**src/rtl/tqcr_pkg.sv**
```systemverilog
// ----------------------------------------------------------------------------
// tqcr_pkg: shared constants for the two-queue cache replacement tracker
// Widths, reset capacities, configuration register indexes, queue selectors and lookup result codes.
// ----------------------------------------------------------------------------
package tqcr_pkg;

  localparam int KEY_W        = 32;
  localparam int CAP_W        = 7;
  localparam int DEF_DEPTH    = 64;
  localparam int CFG_IDX_W    = 2;

  localparam logic [CAP_W-1:0] RESET_RECENT_CAP   = 7'd64;
  localparam logic [CAP_W-1:0] RESET_FREQUENT_CAP = 7'd16;
  localparam logic [CAP_W-1:0] RESET_GHOST_CAP    = 7'd40;

  // configuration register indexes
  localparam logic [CFG_IDX_W-1:0] REG_RECENT_CAP   = 2'd0;
  localparam logic [CFG_IDX_W-1:0] REG_FREQUENT_CAP = 2'd1;
  localparam logic [CFG_IDX_W-1:0] REG_GHOST_CAP    = 2'd2;

  // queue selectors
  typedef enum logic [1:0] {
    QSEL_GHOST    = 2'd0,
    QSEL_RECENT   = 2'd1,
    QSEL_FREQUENT = 2'd2
  } qsel_t;

  // found codes
  localparam logic [1:0] FOUND_NONE     = 2'd0;
  localparam logic [1:0] FOUND_GHOST    = 2'd1;
  localparam logic [1:0] FOUND_RECENT   = 2'd2;
  localparam logic [1:0] FOUND_FREQUENT = 2'd3;

endpackage

```
**src/rtl/tqcr_queue.sv**
```systemverilog
// ----------------------------------------------------------------------------
// tqcr_queue: one key queue held in a memory
// One read port and one write port; the sequencer walks addresses.
// ----------------------------------------------------------------------------
module tqcr_queue #(
  parameter int DEPTH = tqcr_pkg::DEF_DEPTH,
  parameter int AW    = $clog2(DEPTH)
) (
  input  logic                      clk,
  input  logic                      wr_en,
  input  logic [AW-1:0]             wr_addr,
  input  logic [tqcr_pkg::KEY_W-1:0] wr_data,
  input  logic [AW-1:0]             rd_addr,
  output logic [tqcr_pkg::KEY_W-1:0] rd_data
);
  import tqcr_pkg::*;

  logic [KEY_W-1:0] mem [DEPTH];

  // write and registered read
  always_ff @(posedge clk) begin
    if (wr_en) begin
      mem[wr_addr] <= wr_data;
    end
    rd_data <= mem[rd_addr];
  end

endmodule

```
**config.mk**
```make
export PLATFORM = sky130hd
export DESIGN_NAME = tqcr_queue
export DESIGN_NICKNAME = d
export VERILOG_FILES = /design/src/rtl/tqcr_pkg.sv /design/src/rtl/tqcr_queue.sv
export SDC_FILE = /design/constraint.sdc
export NUM_CORES = 2
export LEC_CHECK = 0
export BUFFER_PORTS_ARGS = -buffer_cell sky130_fd_sc_hd__buf_2
export CORE_ASPECT_RATIO = 1.2
export CORE_MARGIN = 2
export CORE_UTILIZATION = 41
export DETAILED_ROUTE_END_ITERATION = 16
export PLACE_DENSITY = 0.54
export SYNTH_ARGS = -nofsm -noshare
export SYNTH_HDL_FRONTEND = slang
export SYNTH_SLANG_ARGS = --single-unit
```
**constraint.sdc**
```tcl
create_clock -name clk -period 7.82 [get_ports clk]
set_input_delay 0.391 -clock clk [delete_from_list [all_inputs] [get_ports clk]]
set_output_delay 0.391 -clock clk [all_outputs]
set_load 0.01 [all_outputs]
```
==> results.json <==
{
  "status": "finished clean",
  "cap_violations": 0,
  "yosysTopAreaCellShare": 0.783,
  "clock-root-buffer": "clkbuf_16",
  "cts_made_buffers": 199,
  "start_kind": "primary input",
  "internal_power_w": 0.0181,
  "cts_tree": "built",
  "core_area_sq_um": 190000,
  "place_hpwl_mm": 109,
  "crit_chain": "buf_8, buf_4, buf_4, mux4_2, mux4_2, o22ai_1, nor2_1",
  "dr.pass1.iters": 5,
  "hold_buffers": 0,
  "pwr-share-clk": 0.411,
  "crit_type": "in2reg",
  "postRouteAntennaNets": 0,
  "vias": 36392,
  "hp-class": "in2reg",
  "grt.total_usage": 0.215,
  "drc_errors": 0,
  "syn_nets": 3370,
  "fin_ws_ps": 4440,
  "dp.cells": 5802,
  "ys_types": 34,
  "cpMaxStageDelayCell": "buf_4",
  "yosys-top-cells-area": "edfxtp_1 78%, mux4_2 16%, mux2i_1 1.2%",
  "layout_min_cycle_time_ps": 3380,
  "required_ps": 8510,
  "fin_cells": 6185,
  "tightest_slew_ps": 1270,
  "grt_pass1_vias": 37406,
  "grt_pass1_wl_mm": 293,
  "seq_area_frac_synth": 0.791,
  "globalplace.congestion": 0.729,
  "combPwrFrac": 0.047,
  "fin_skew_ps": 35.4,
  "ios": 78,
  "cp.arrival_ps": 4070,
  "die_h_um": 483,
  "slowest_delay_ps": 740,
  "finish.utilization": 0.468,
  "dieArea_sq_um": 195000,
  "grt.overflow.total": 0,
  "fp.dieW_um": 403,
  "syn2layout_area_growth_pct": 13.2,
  "sequentialPowerShare": 0.542,
  "relSlewSlack": 0.155,
  "switchingPower_w": 0.00483,
  "cts_setup_buffers": 0,
  "drt-total-wl_mm": 209,
  "cts_resized": 0,
  "yosysWarnings": 0,
  "finalHoldViolCount": 0,
  "syn-cell-area_sq_um": 78500,
  "drive_gt1_frac": 0.290,
  "avgSynthCellArea_sq_um": 23.6,
  "fillCellCount": 15427,
  "row_count": 175,
  "dp_worst_setup_slack_ps": 3450,
  "ff_latch_area_sq_um": 62100,
  "fin_setup_tns_ps": 0,
  "nets": 3571,
  "antenna_found_initial": 24,
  "leakagePower_nw": 27.4,
  "clock-sinks": 2080,
  "synth_top_area_cell": "edfxtp_1",
  "syn_inst": 3324,
  "end_kind": "flip-flop",
  "path_max_fanout": 62,
  "fmax_mhz": 296,
  "drt_iter0_drc": 3885,
  "vdd_drop_max_mv": 0.247,
  "path_clk_slew_ps": 60,
  "cts_htree_levels": 4,
  "period_share": 0.432,
  "routed_via_density": 5.88,
  "switching_share": 0.211,
  "initial_utilization": 0.414,
  "grt_max_degree": 98,
  "rsz0062_at_grt": "false",
  "maxSlewViolCount": 0,
  "drt-wirelength-per-cell_um": 33.8,
  "clockBufferDepth": 3,
  "finalSetupViolCount": 0,
  "worstSkewPairLatency_ps": 850,
  "ys_ff_latch": 2080,
  "place.port_buffers": 77,
  "pwr_density_cell_nw_per_um2": 258,
  "multi_input_area_sq_um": 16000
}
[critical path: cells and delay by family]
family	cells	cell delay, ps
buffers and inverters	3	1730
and+or+nand+nor	1	120
AOI/OAI and AO/OA	1	700
muxes	2	920
[state kept, by name (all words and copies together) (netlist names)]
signal and cells:
mem 2048, rd_data 32
[per-stage QoR]
stage,total power (W),hold slack [ps],area [sq um]
2_1_floorplan,0.0132,490,78500
3_3_place_gp,0.0137,756,82500
3_5_place_dp,0.0137,770,82500
4_1_cts,0.0231,174,88900
5_1_grt,0.0236,218,88900
6_report,0.0229,213,88900
[final timing paths]
path | from | end | slack [ps] | cells after the start
worst min register to register | mem[28][4] | rd_data[4] | 780 | 4
worst min-delay path | wr_data[30] | mem[47][30] | 210 | 2
worst max register to register | mem[58][5] | rd_data[5] | 5530 | 4
worst max-delay path | rd_addr[1] | rd_data[5] | 4440 | 7
[kinds of logic (layout without fill, tap and decap cells)]
group / after synthesis / after routing / share of synthesized area
simple gates: 223 / 223 / 0.0127
buf+inv: 182 / 556 / 0.0113
other cells: 0 / 9 / 0
compound gates: 202 / 202 / 0.0167
flops: 2080 / 2080 / 0.791
mux: 637 / 637 / 0.168
[power groups by stage]
stage          logic [W]  registers, W  clock network, W
3_5_place_dp     0.00111        0.0126                 0
6_report         0.00108        0.0124           0.00941
2_1_floorplan   0.000600        0.0126                 0
5_1_grt          0.00115        0.0124            0.0100
4_1_cts          0.00111        0.0124           0.00960
3_3_place_gp     0.00110        0.0126                 0
[per-layer routing]
| metal | up-vias | global-route usage | part of all wire |
|---|---|---|---|
| li1 | 14676 | - | - |
| met5 | - | 0 | 0.00045 |
| met4 | 14 | 0.0484 | 0.019 |
| met3 | 283 | 0.0421 | 0.067 |
| met1 | 20202 | 0.293 | 0.41 |
| met2 | 1217 | 0.358 | 0.50 |
[layout by cell type (no fill, tap or decap), drive strengths merged]
cell      instances
nand2            26
dfxtp            32
mux4            544
o22ai            84
clkinv           78
a22oi            12
nor2            137
and3              4
a31oi             1
a21oi            62
nand3b            5
edfxtp         2048
a311oi            8
o221ai           27
nor2b            15
nand4b            1
or2               3
and2              2
clkbuf          276
or3               3
clkinvlp          3
or3b              5
mux2i            93
nor3              7
o32ai             4
inv               5
a41o              4
bufinv           12
nand4             2
diode             9
nand2b            8
buf             182
nand3             5
[cells in the mapped netlist, drive strengths merged]
master,n
edfxtp,2048
mux4,544
nor2,137
buf,108
mux2i,93
o22ai,84
clkbuf,74
a21oi,62
dfxtp,32
o221ai,27
nand2,26
nor2b,15
a22oi,12
a311oi,8
nand2b,8
nor3,7
nand3,5
nand3b,5
or3b,5
a41o,4
and3,4
o32ai,4
or2,3
or3,3
and2,2
nand4,2
a31oi,1
nand4b,1
[cell type report]
cell class	count	area share
diodes	9	0.000253
well taps	2478	0.0349
multi-input cells	1062	0.180
clock buffers	276	0.0620
clock inverters	98	0.00939
flip-flops and latches	2080	0.699
repair buffers	182	0.0146
Power figures use the tool's default switching activity.
